`src/design/prol_pkg.sv`:
```
// Shared constants, codes and controller/datapath interface types.
package prol_pkg;

  // Fixed field widths.
  localparam int OP_W     = 2;
  localparam int HANDLE_W = 12;
  localparam int H_W      = 16;
  localparam int KEY_W    = 16;
  localparam int ID_W     = 32;
  localparam int RAND_W   = 32;
  localparam int STATUS_W = 3;
  localparam int KC_W     = 16;

  // Operation codes.
  localparam logic [OP_W-1:0] OP_INSERT = 2'd0;
  localparam logic [OP_W-1:0] OP_REMOVE = 2'd1;
  localparam logic [OP_W-1:0] OP_CLEAR  = 2'd2;

  // Result status codes.
  localparam logic [STATUS_W-1:0] ST_OK         = 3'd0;
  localparam logic [STATUS_W-1:0] ST_EMPTY      = 3'd1;
  localparam logic [STATUS_W-1:0] ST_TABLE_FULL = 3'd2;
  localparam logic [STATUS_W-1:0] ST_PART_FULL  = 3'd3;
  localparam logic [STATUS_W-1:0] ST_KEY_EXH    = 3'd4;

  // Sentinel record and key counter limit.
  localparam logic [ID_W-1:0]  ID_NONE   = 32'hFFFF_FFFF;
  localparam logic [H_W-1:0]   H_INF     = 16'hFFFF;
  localparam logic [KEY_W-1:0] KEY_NONE  = 16'hFFFF;
  localparam logic [KC_W-1:0]  KEY_LIMIT = 16'h8000;

  // Read address selects.
  typedef enum logic [1:0] {TSEL_IDX, TSEL_PI, TSEL_LAST} tbl_sel_e;
  typedef enum logic {ESEL_POS, ESEL_LAST} ent_sel_e;
  typedef enum logic {DSEL_PART, DSEL_ENTRY} div_sel_e;

  // Commands from the controller to the datapath.
  typedef struct packed {
    logic                ld_in;
    logic                upd_cur;
    logic                calc_key;
    logic                idx_inc;
    logic                cap_ent;
    logic                cap_new;
    logic                append;
    logic                div_start;
    div_sel_e            div_sel;
    logic                cap_pi;
    logic                cap_pos;
    tbl_sel_e            tsel;
    ent_sel_e            esel;
    logic                cap_removed;
    logic                ent_wr_pos;
    logic                tbl_shrink;
    logic                tbl_move;
    logic                tbl_free;
    logic                cnt_dec;
    logic                clear;
    logic                set_status;
    logic [STATUS_W-1:0] status_code;
    logic                out_load;
  } prol_cmd_t;

  // Status from the datapath to the controller.
  typedef struct packed {
    logic [OP_W-1:0] op;
    logic            count_zero;
    logic            idx_at_count;
    logic            table_full;
    logic            key_exh;
    logic            key_match;
    logic            part_full;
    logic            size_bad;
    logic            size_one;
    logic            pi_is_last;
    logic            div_done;
    logic            out_busy;
  } prol_sts_t;

endpackage

```
`src/design/prol_ctrl.sv`:
```
// Controller: sequences one operation at a time over the datapath.
module prol_ctrl
  import prol_pkg::*;
(
  input  logic      clk_i,
  input  logic      rst_ni,
  input  logic      in_valid_i,
  output logic      in_stall_o,
  input  prol_sts_t sts_i,
  output prol_cmd_t cmd_o
);

  localparam logic [4:0] S_IDLE  = 5'd0;
  localparam logic [4:0] S_DISP  = 5'd1;
  localparam logic [4:0] S_IX    = 5'd2;
  localparam logic [4:0] S_RRD   = 5'd3;
  localparam logic [4:0] S_REC   = 5'd4;
  localparam logic [4:0] S_KEY   = 5'd5;
  localparam logic [4:0] S_SRD   = 5'd6;
  localparam logic [4:0] S_SCK   = 5'd7;
  localparam logic [4:0] S_OPEN  = 5'd8;
  localparam logic [4:0] S_APP   = 5'd9;
  localparam logic [4:0] S_DPW   = 5'd10;
  localparam logic [4:0] S_RP    = 5'd11;
  localparam logic [4:0] S_RS    = 5'd12;
  localparam logic [4:0] S_DES   = 5'd13;
  localparam logic [4:0] S_DEW   = 5'd14;
  localparam logic [4:0] S_RPOS  = 5'd15;
  localparam logic [4:0] S_RLAST = 5'd16;
  localparam logic [4:0] S_WPOS  = 5'd17;
  localparam logic [4:0] S_SHR   = 5'd18;
  localparam logic [4:0] S_MOVE  = 5'd19;
  localparam logic [4:0] S_FREE  = 5'd20;
  localparam logic [4:0] S_FIN   = 5'd21;

  logic [4:0] state_q, state_d;

  always_ff @(posedge clk_i or negedge rst_ni) begin
    if (!rst_ni) begin
      state_q <= S_IDLE;
    end else begin
      state_q <= state_d;
    end
  end

  assign in_stall_o = state_q != S_IDLE;

  // Next state and commands.
  always_comb begin
    state_d = state_q;
    cmd_o   = '0;
    case (state_q)
      S_IDLE: begin
        if (in_valid_i) begin
          cmd_o.ld_in = 1'b1;
          state_d     = S_DISP;
        end
      end
      S_DISP: begin
        case (sts_i.op)
          OP_INSERT: state_d = S_IX;
          OP_REMOVE: begin
            if (sts_i.count_zero) begin
              cmd_o.set_status  = 1'b1;
              cmd_o.status_code = ST_EMPTY;
              state_d           = S_FIN;
            end else begin
              cmd_o.div_start = 1'b1;
              cmd_o.div_sel   = DSEL_PART;
              state_d         = S_DPW;
            end
          end
          OP_CLEAR: begin
            cmd_o.clear = 1'b1;
            state_d     = S_FIN;
          end
          default: state_d = S_FIN;
        endcase
      end
      // Insert: handle reduction, parent record read, key choice.
      S_IX:  state_d = S_RRD;
      S_RRD: state_d = S_REC;
      S_REC: begin
        cmd_o.upd_cur = 1'b1;
        state_d       = S_KEY;
      end
      S_KEY: begin
        if (sts_i.key_exh) begin
          cmd_o.set_status  = 1'b1;
          cmd_o.status_code = ST_KEY_EXH;
          state_d           = S_FIN;
        end else begin
          cmd_o.calc_key = 1'b1;
          state_d        = S_SRD;
        end
      end
      // Linear search of the partition keys.
      S_SRD: begin
        cmd_o.tsel = TSEL_IDX;
        if (sts_i.idx_at_count) begin
          if (sts_i.table_full) begin
            cmd_o.set_status  = 1'b1;
            cmd_o.status_code = ST_TABLE_FULL;
            state_d           = S_FIN;
          end else begin
            state_d = S_OPEN;
          end
        end else begin
          state_d = S_SCK;
        end
      end
      S_SCK: begin
        if (sts_i.key_match) begin
          if (sts_i.part_full) begin
            cmd_o.set_status  = 1'b1;
            cmd_o.status_code = ST_PART_FULL;
            state_d           = S_FIN;
          end else begin
            cmd_o.cap_ent = 1'b1;
            state_d       = S_APP;
          end
        end else begin
          cmd_o.idx_inc = 1'b1;
          state_d       = S_SRD;
        end
      end
      S_OPEN: begin
        cmd_o.cap_ent = 1'b1;
        cmd_o.cap_new = 1'b1;
        state_d       = S_APP;
      end
      S_APP: begin
        cmd_o.append = 1'b1;
        state_d      = S_FIN;
      end
      // Remove: pick partition and entry, swap-pop.
      S_DPW: begin
        cmd_o.div_sel = DSEL_PART;
        if (sts_i.div_done) begin
          cmd_o.cap_pi = 1'b1;
          state_d      = S_RP;
        end
      end
      S_RP: begin
        cmd_o.tsel = TSEL_PI;
        state_d    = S_RS;
      end
      S_RS: begin
        if (sts_i.size_bad) begin
          cmd_o.set_status  = 1'b1;
          cmd_o.status_code = ST_EMPTY;
          state_d           = S_FIN;
        end else begin
          cmd_o.cap_ent = 1'b1;
          state_d       = S_DES;
        end
      end
      S_DES: begin
        cmd_o.div_start = 1'b1;
        cmd_o.div_sel   = DSEL_ENTRY;
        state_d         = S_DEW;
      end
      S_DEW: begin
        cmd_o.div_sel = DSEL_ENTRY;
        if (sts_i.div_done) begin
          cmd_o.cap_pos = 1'b1;
          state_d       = S_RPOS;
        end
      end
      S_RPOS: begin
        cmd_o.esel = ESEL_POS;
        state_d    = S_RLAST;
      end
      S_RLAST: begin
        cmd_o.cap_removed = 1'b1;
        cmd_o.esel        = ESEL_LAST;
        state_d           = S_WPOS;
      end
      S_WPOS: begin
        cmd_o.ent_wr_pos = 1'b1;
        state_d          = S_SHR;
      end
      S_SHR: begin
        if (!sts_i.size_one) begin
          cmd_o.tbl_shrink = 1'b1;
          state_d          = S_FIN;
        end else if (sts_i.pi_is_last) begin
          cmd_o.cnt_dec = 1'b1;
          state_d       = S_FIN;
        end else begin
          cmd_o.tsel = TSEL_LAST;
          state_d    = S_MOVE;
        end
      end
      S_MOVE: begin
        cmd_o.tbl_move = 1'b1;
        state_d        = S_FREE;
      end
      S_FREE: begin
        cmd_o.tbl_free = 1'b1;
        cmd_o.cnt_dec  = 1'b1;
        state_d        = S_FIN;
      end
      // Hand the result to the output register.
      S_FIN: begin
        if (!sts_i.out_busy) begin
          cmd_o.out_load = 1'b1;
          state_d        = S_IDLE;
        end
      end
      default: state_d = S_IDLE;
    endcase
  end

endmodule

```
`config.mk`:
```
export PLATFORM = sky130hd
export DESIGN_NAME = prol_ctrl
export DESIGN_NICKNAME = d
export VERILOG_FILES = /design/src/design/prol_pkg.sv /design/src/design/prol_ctrl.sv
export SDC_FILE = /design/constraint.sdc
export NUM_CORES = 1
export LEC_CHECK = 0
export ABC_AREA = 1
export BUFFER_PORTS_ARGS = -buffer_cell sky130_fd_sc_hd__buf_2
export CAP_MARGIN = 20
export CORE_UTILIZATION = 40
export CTS_CLUSTER_DIAMETER = 80
export DETAILED_ROUTE_END_ITERATION = 12
export PLACE_DENSITY_LB_ADDON = 0.3
export RECOVER_POWER = 25
export SLEW_MARGIN = 0
export SYNTH_ARGS = -nofsm -noshare
export SYNTH_HDL_FRONTEND = slang
export SYNTH_SLANG_ARGS = --single-unit
```
`constraint.sdc`:
```
create_clock -name clk_i -period 3.7 [get_ports clk_i]
set_input_delay 0.74 -clock clk_i [delete_from_list [all_inputs] [get_ports clk_i]]
set_output_delay 0.74 -clock clk_i [all_outputs]
set_load 0.1 [all_outputs]
```
==> results of run 1 <==
## stage by stage
stage / std cells / worst slack [ns] / util (%) / instance area [um^2] / hold WS (ns)
final: 220 / 0.572 / 58.7 / 1050 / 0.320
after global routing: 220 / 0.429 / 58.7 / 1050 / 0.333
after CTS: 220 / 0.841 / 58.9 / 1050 / 0.278
after detailed placement: 216 / 1.11 / 57.4 / 1020 / 0.558
after global placement: 216 / 1.16 / 57.4 / 1020 / 0.554
after floorplan: 151 / 0.0263 / - / 795 / 0.444
## cell families (layout without fill, tap and decap cells)
kind of cell    count (synthesis)  count (layout)
compound gates                  6               6
buf+inv                        31              75
flops                           5               5
simple gates                  109             109
## path summary, 6_finish.rpt
path	depth (start not counted)	startpoint	to
hold / removal	1	rst_ni	state_q[0]$_DFFE_PN0P_
setup reg to reg	9	state_q[4]$_DFFE_PN0P_	state_q[2]$_DFFE_PN0P_
hold reg to reg	2	state_q[2]$_DFFE_PN0P_	state_q[2]$_DFFE_PN0P_
setup / recovery	8	state_q[4]$_DFFE_PN0P_	cmd_o[21]
min in group clk_i	2	state_q[2]$_DFFE_PN0P_	state_q[2]$_DFFE_PN0P_
max in group asynchronous	1	rst_ni	state_q[4]$_DFFE_PN0P_
## worst max-delay path: cells and delay by family, from the launching register on
family                 cells  cell delay (ns)
buffers and inverters      3             0.81
flip-flops                 1             0.49
AND/OR/NAND/NOR            4             0.65
AO/OA/AOI/OAI              1             0.19
## layout make-up
cell class	instances	share of cell area (%)
tap	25	2.99
clock buffer	4	2.51
timing repair buffer	42	20.0
sequential	5	12.0
inverter	29	10.4
multi-input combinational	115	52.2
## cell usage after synthesis
library cell	number	area, um^2
nor3_1	9	45.0
inv_1	25	93.8
inv_2	4	15.0
o21ai_0	3	15.0
nand3_1	24	120
o21ai_1	1	5.00
nand2_2	1	6.26
nand2_1	39	146
dfrtp_1	5	125
buf_4	1	7.51
nand3b_1	1	7.51
o211ai_1	1	7.51
a21oi_1	1	5.00
nor2_1	20	75.1
nand4_1	6	37.5
nor3_2	1	10.0
nor2_2	5	31.3
buf_2	1	5.00
nor2_4	3	33.8
## layer usage
| metal | vias up | GRT usage [%] |
|---|---|---|
| li1 | 568 | - |
| met4 | 0 | 13.5 |
| met5 | - | 0 |
| met2 | 71 | 42.8 |
| met1 | 477 | 34.6 |
| met3 | 10 | 5.49 |
## report_power, final
group	internal (mW)	switching, mW	total, mW	leakage, nW
logic	0.155	0.656	0.811	0.640
registers	0.0816	0.0524	0.134	0.0633
clock network	0.0410	0.0261	0.0671	0.0150
==> out/summary.txt, run 1 <==
Status: finished, final reports clean
CP startpoint kind: flip-flop
Crit path largest cell delay: 0.49 ns
Crit-path max FO: 10
DR WL met3: 225 um
Setup TNS: 0 ns
Die width: 46.5 um
Remaining DRCs: 0
Vias in the first global route: 1000
Max-Cap Viols: 0
Largest register FFs: 5
Syn Area/Cell: 5.25 um^2
F_max: 320 MHz
Root Driver: clkbuf_4
Synth Instances: 151
Routed wl met2: 1170 um
Share of synthesized area spent on multiplexers: 0%
Final setup vio count: 0
Post-synthesis compound-gate area fraction: 4.11%
Vias/cell: 5.12
Highest metal layer with signal wires: met4
HP Class: input port to asynchronous set/reset pin
Peak VDD IR: 401 uV
Adder-cell share of the synthesized area: 0%
Max_slew headroom: 67.5%
Synthesis warning total: 0
Post-layout min period: 3.13 ns
Largest regs: state_q x5
Reg clk slew, reported paths: 0.05 ns
Clock buffer depth: 2
I/O Buffers: 42
Pin count of the biggest net entering global routing: 11
Multi-input logic area: 546 um^2
XOR/XNOR Fraction of Synth Area: 0%
Flops & latches, synth: 5
Post-CTS Setup Bufs: 0
FF/Latch Area: 125 um^2
Htree depth: 1
Post-CTS Resized: 0
Die height: 46.5 um
Avg WL per Cell: 11.4 um
Pwr/cell area: 967 nW/um^2
WP data required: 2.96 ns
Crit path cell chain: inv_1 > nand2_1 > nor2_1 > nand2_1 > o21ai_0 > inv_1 > nand2_1 > buf_2
Hold Violations, Final: 0
# IOs: 43
Wl on met1: 1020 um
Initial Util: 44.4%
Drt pass-1 iters: 4
RD Place Congestion: 0.912
Die Footprint: 2160 um^2
Most common cell after layout, fill and taps aside: buf_2
DP HPWL: 2060 um
First-pass GRT wire length: 4150 um
Area Overhead vs Synth: 32.1%
Total design power: 1.01 mW
Leakage: 0.718 nW
Slowest cell on the critical path: dfrtp_1
DRT Wirelength: 2510 um
Register area share after synthesis: 15.8%
Vias: 1126
Core ar.: 1780 um^2
Starting DRT DRC Count: 43
Synth Area in Simple Gates: 64.8%
CTS Buf Count: 3
R2r setup slk: 1.72 ns
Register name with the most flops: state_q
CP Class: flip-flop to output port
Initial antenna violation count: 0
Crit end category: output port
Crit path top cell by count: nand2_1
Overall Global Routing Usage: 27.2%
CTS tree: built
Grt ovf: 0
Final Max Slew Viols: 0
Fin crit share: 84.5%
Worst EP arrival: 2.39 ns
Mapped Area: 792 um^2
Share of cells above drive strength 1: 29.2%
Antenna diodes: 0
Most frequent cells in the layout: buf_2 (41), nand2_1 (39), inv_1 (26)
Sink Count: 5
Post-Syn Nets: 167
Largest family of logic cells by synthesized area: simple AND/OR/NAND/NOR gates
Final nets: 212
RSZ-0062 raised after global routing: no
Yosys cell types: 19
CTS Hold Bufs: 0
Slew @ Worst Pin: 0.490 ns
Clk_lat worst skew: 0.26 ns
Num rows: 15
Layout fillers: 180
Setup Skew: 0.00542 ns
Final ANT Viol Nets: 0
Note: power is estimated with default switching activity, not from simulation.
==> run 2: changes to the inputs <==
--- a/config.mk
+++ b/config.mk
@@ -5,7 +5,7 @@
 export SDC_FILE = /design/constraint.sdc
 export NUM_CORES = 1
 export LEC_CHECK = 0
-export ABC_AREA = 1
+export ABC_AREA = 0
 export BUFFER_PORTS_ARGS = -buffer_cell sky130_fd_sc_hd__buf_2
 export CAP_MARGIN = 20
 export CORE_UTILIZATION = 40
==> constraint.sdc (replaced) <==
create_clock -name clk_i -period 2.87 [get_ports clk_i]
set_input_delay 0.574 -clock clk_i [delete_from_list [all_inputs] [get_ports clk_i]]
set_output_delay 0.574 -clock clk_i [all_outputs]
set_load 0.1 [all_outputs]
==> out/summary.txt, run 2 <==
Core ar.: 1800 um^2 (+1.1%)
DRT Wirelength: 2690 um (+7.2%)
Grt ovf: 0 (unchanged)
Most common cell after layout, fill and taps aside: buf_2
RSZ-0062 raised after global routing: no
Setup Slack @ Placement: 0.471 ns (-0.642 ns)
Initial Util: 44.9% (+0.51 points)
Pwr/cell area: 1270 nW/um^2 (+31%)
Synth Instances: 124 (-18%)
Crit path cell chain: clkbuf_1 > inv_1 > nand2_1 > nor2_2 > a31o_2 > buf_2
Dpl cell area: 1120 um^2 (+9.2%)
Avg WL per Cell: 14.1 um (+24%)
RD Place Congestion: 0.926 (+1.6%)
Setup WS post-layout: 0.147 ns (-0.425 ns)
Register name with the most flops: state_q
Fin crit share: 94.9%
Max-Cap Viols: 0 (unchanged)
Largest register FFs: 5 (unchanged)
Crit path largest cell delay: 0.43 ns (-0.06 ns)
Crit path launch: state_q[1]$_DFFE_PN0P_
First-pass GRT wire length: 3820 um (-8.1%)
Leading area contributor after synthesis: dfrtp_1
Adder-cell share of the synthesized area: 0% (unchanged)
Vias in the first global route: 900 (-10%)
Hold Violations, Final: 0 (unchanged)
Syn Area/Cell: 6.53 um^2 (+24%)
Highest metal layer with signal wires: met4
Post-layout min period: 2.72 ns
XOR/XNOR Fraction of Synth Area: 2.16% (+2.2 points)
Vias/cell: 5.68 (+11%)
Final setup vio count: 0 (unchanged)
Wl on met1: 1160 um (+14%)
Leakage: 0.566 nW (-21%)
Post-synthesis compound-gate area fraction: 21.9% (+18 points)
Setup TNS: 0 ns (unchanged)
Pin count of the biggest net entering global routing: 19 (+8)
Synthesis warning total: 0 (unchanged)
Final nets: 182 (-14%)
Sink Count: 5 (unchanged)
R2r setup slk: 0.94 ns (-0.78 ns)
Final Max Slew Viols: 0 (unchanged)
Commonest cells post-synth: nor2_1 (19), nand2_1 (14), nor3_1 (7), a21oi_1 (6)
Final ANT Viol Nets: 0 (unchanged)
Total design power: 1.44 mW (+42%)
R2R Path Start: state_q[1]$_DFFE_PN0P_
DR WL met3: 172 um (-24%)
Crit end category: output port
Count leader, synth: nor2_1
Final instance area: 1140 um^2 (+8.9%)
Placed cell count: 186 (-14%)
Async SR Flop Fraction: 100% (unchanged)
Most used DFF post-synth: dfrtp_1
Num rows: 15 (unchanged)
Post-synth EDFFs: 0 (unchanged)
Yosys cell types: 43 (+24)
Reg2Reg Depth: 5 (-4)
Post-Syn Nets: 140 (-16%)
Mapped Area: 810 um^2 (+2.2%)
WP data required: 2.30 ns (-0.66 ns)
Share of cells above drive strength 1: 38.2% (+9.0 points)
Vias: 1080 (-4.1%)
Setup Skew: 0.00386 ns (-0.00156 ns)
Initial antenna violation count: 0 (unchanged)
Status: finished, final reports clean
Clock buffer depth: 2 (unchanged)
Slew @ Worst Pin: 0.490 ns (+0.000196 ns)
F_max: 367 MHz
Register area share after synthesis: 15.5% (-0.34 points)
Die Footprint: 2210 um^2 (+2.1%)
Top cell type's share of synthesized area: 15.5% (-3.0 points)
Most frequent cells in the layout: buf_2 (38), nor2_1 (16), nand2_1 (13)
Bufs and invs on worst path: 3 (unchanged)
Worst Setup EP: cmd_o[6]
R2r endpoint: state_q[0]$_DFFE_PN0P_
Area Overhead vs Synth: 40.6%
Root Driver: clkbuf_4
Die height: 47.0 um (+1.1%)
Clk_lat worst skew: 0.25 ns (about the same)
CP startpoint kind: flip-flop
Remaining DRCs: 0 (unchanged)
HP Class: input port to asynchronous set/reset pin
I/O Buffers: 42 (unchanged)
Worst path top cell family by delay: buffers and inverters
DP HPWL: 2110 um (+2.3%)
Synth Area in Simple Gates: 50.4% (-14 points)
Ranking of synthesized cells by area: dfrtp_1 (15%), nor2_1 (8.8%), nand2_1 (6.5%)
Worst EP arrival: 2.15 ns (-0.24 ns)
Reg clk slew, reported paths: 0.05 ns (about the same)
CP Class: flip-flop to output port
Slowest cell on the critical path: dfrtp_1
Share of synthesized area spent on multiplexers: 1.24% (+1.2 points)
Layout fillers: 174 (-3.3%)
# IOs: 43 (unchanged)
Largest family of logic cells by synthesized area: simple AND/OR/NAND/NOR gates
Peak VDD IR: 595 uV (+48%)
Drt pass-1 iters: 4 (unchanged)
Antenna diodes: 0 (unchanged)
Flops & latches, synth: 5 (unchanged)
Post-CTS Resized: 0 (unchanged)
CP Depth: 6 (-2)
CTS Hold Bufs: 0 (unchanged)
Starting DRT DRC Count: 38 (-12%)
Htree depth: 1 (unchanged)
Final cell count without fillers: 190 (-14%)
Max_slew headroom: 67.5% (about the same)
CTS tree: built
Crit-path max FO: 9 (-1)
CTS Buf Count: 3 (unchanged)
Routed wl met2: 1290 um (+11%)
Die width: 47.0 um (+1.1%)
Largest regs: state_q x5
Post-CTS Setup Bufs: 0 (unchanged)
Overall Global Routing Usage: 24.8% (-2.3 points)
[run 2: changes by cell type after synthesis, moves of 5 or more]
cell	delta
inv_1	-22
nand4_1	-5
nor2b_1	+5
a21oi_1	+5
nand2_1	-25
nand3_1	-19
nor2_2	-5
[run 2: worst reg2reg max path, stage by stage (launching register included)]
cell      delay, ns
dfrtp_1        0.43
clkbuf_1       0.39
inv_1          0.24
a221oi_1       0.37
nor4b_1        0.27
o22ai_1        0.11
[run 2: worst min path at each step]
| stage | cells after the start | from | endpoint |
|---|---|---|---|
| floorplan | 0 | rst_ni | state_q[0]$_DFFE_PN0P_ |
| global placement | 1 | rst_ni | state_q[2]$_DFFE_PN0P_ |
| detailed placement | 1 | rst_ni | state_q[1]$_DFFE_PN0P_ |
| CTS | 1 | rst_ni | state_q[3]$_DFFE_PN0P_ |
| global route | 1 | rst_ni | state_q[3]$_DFFE_PN0P_ |
| finish | 1 | rst_ni | state_q[3]$_DFFE_PN0P_ |
[run 2: where the power goes]
| group | internal, mW | total, mW | leakage (nW) | switching (mW) |
|---|---|---|---|---|
| registers | 0.105 | 0.161 | 0.0629 | 0.0561 |
| clock network | 0.0528 | 0.0863 | 0.0150 | 0.0335 |
| logic | 0.315 | 1.19 | 0.488 | 0.878 |
| total | 0.473 | 1.44 | 0.566 | 0.968 |
[run 2: area by class of cell]
type / instances / area [um^2] / area share [%]
multi-input cells: 105 / 649 / 57.0
repair buffers: 48 / 295 / 25.9
flip-flops and latches: 5 / 125 / 11.0
well taps: 25 / 31.3 / 2.75
clock buffers: 4 / 26.3 / 2.31
inverters: 3 / 11.3 / 0.989
[run 2: kinds of logic after synthesis]
group	after synthesis
AOI/OAI and AO/OA	26
buffers and inverters	14
DFF	5
and+or+nand+nor	76
muxes	1
xor gates and xnor gates	2
[run 2: layer usage]
metal	track usage (%)	vias to the layer above
met1	33.0	484
met5	0	-
met2	37.8	61
met4	15.4	0
li1	-	527
met3	3.46	8
[run 2: per-stage QoR]
| stage | hold slack (ns) | utilization, % |
|---|---|---|
| after global placement | 0.390 | 62.0 |
| after floorplan | 0.278 | - |
| after CTS | 0.128 | 63.5 |
| after detailed placement | 0.391 | 62.0 |
| after global routing | 0.169 | 63.2 |
| final | 0.161 | 63.2 |
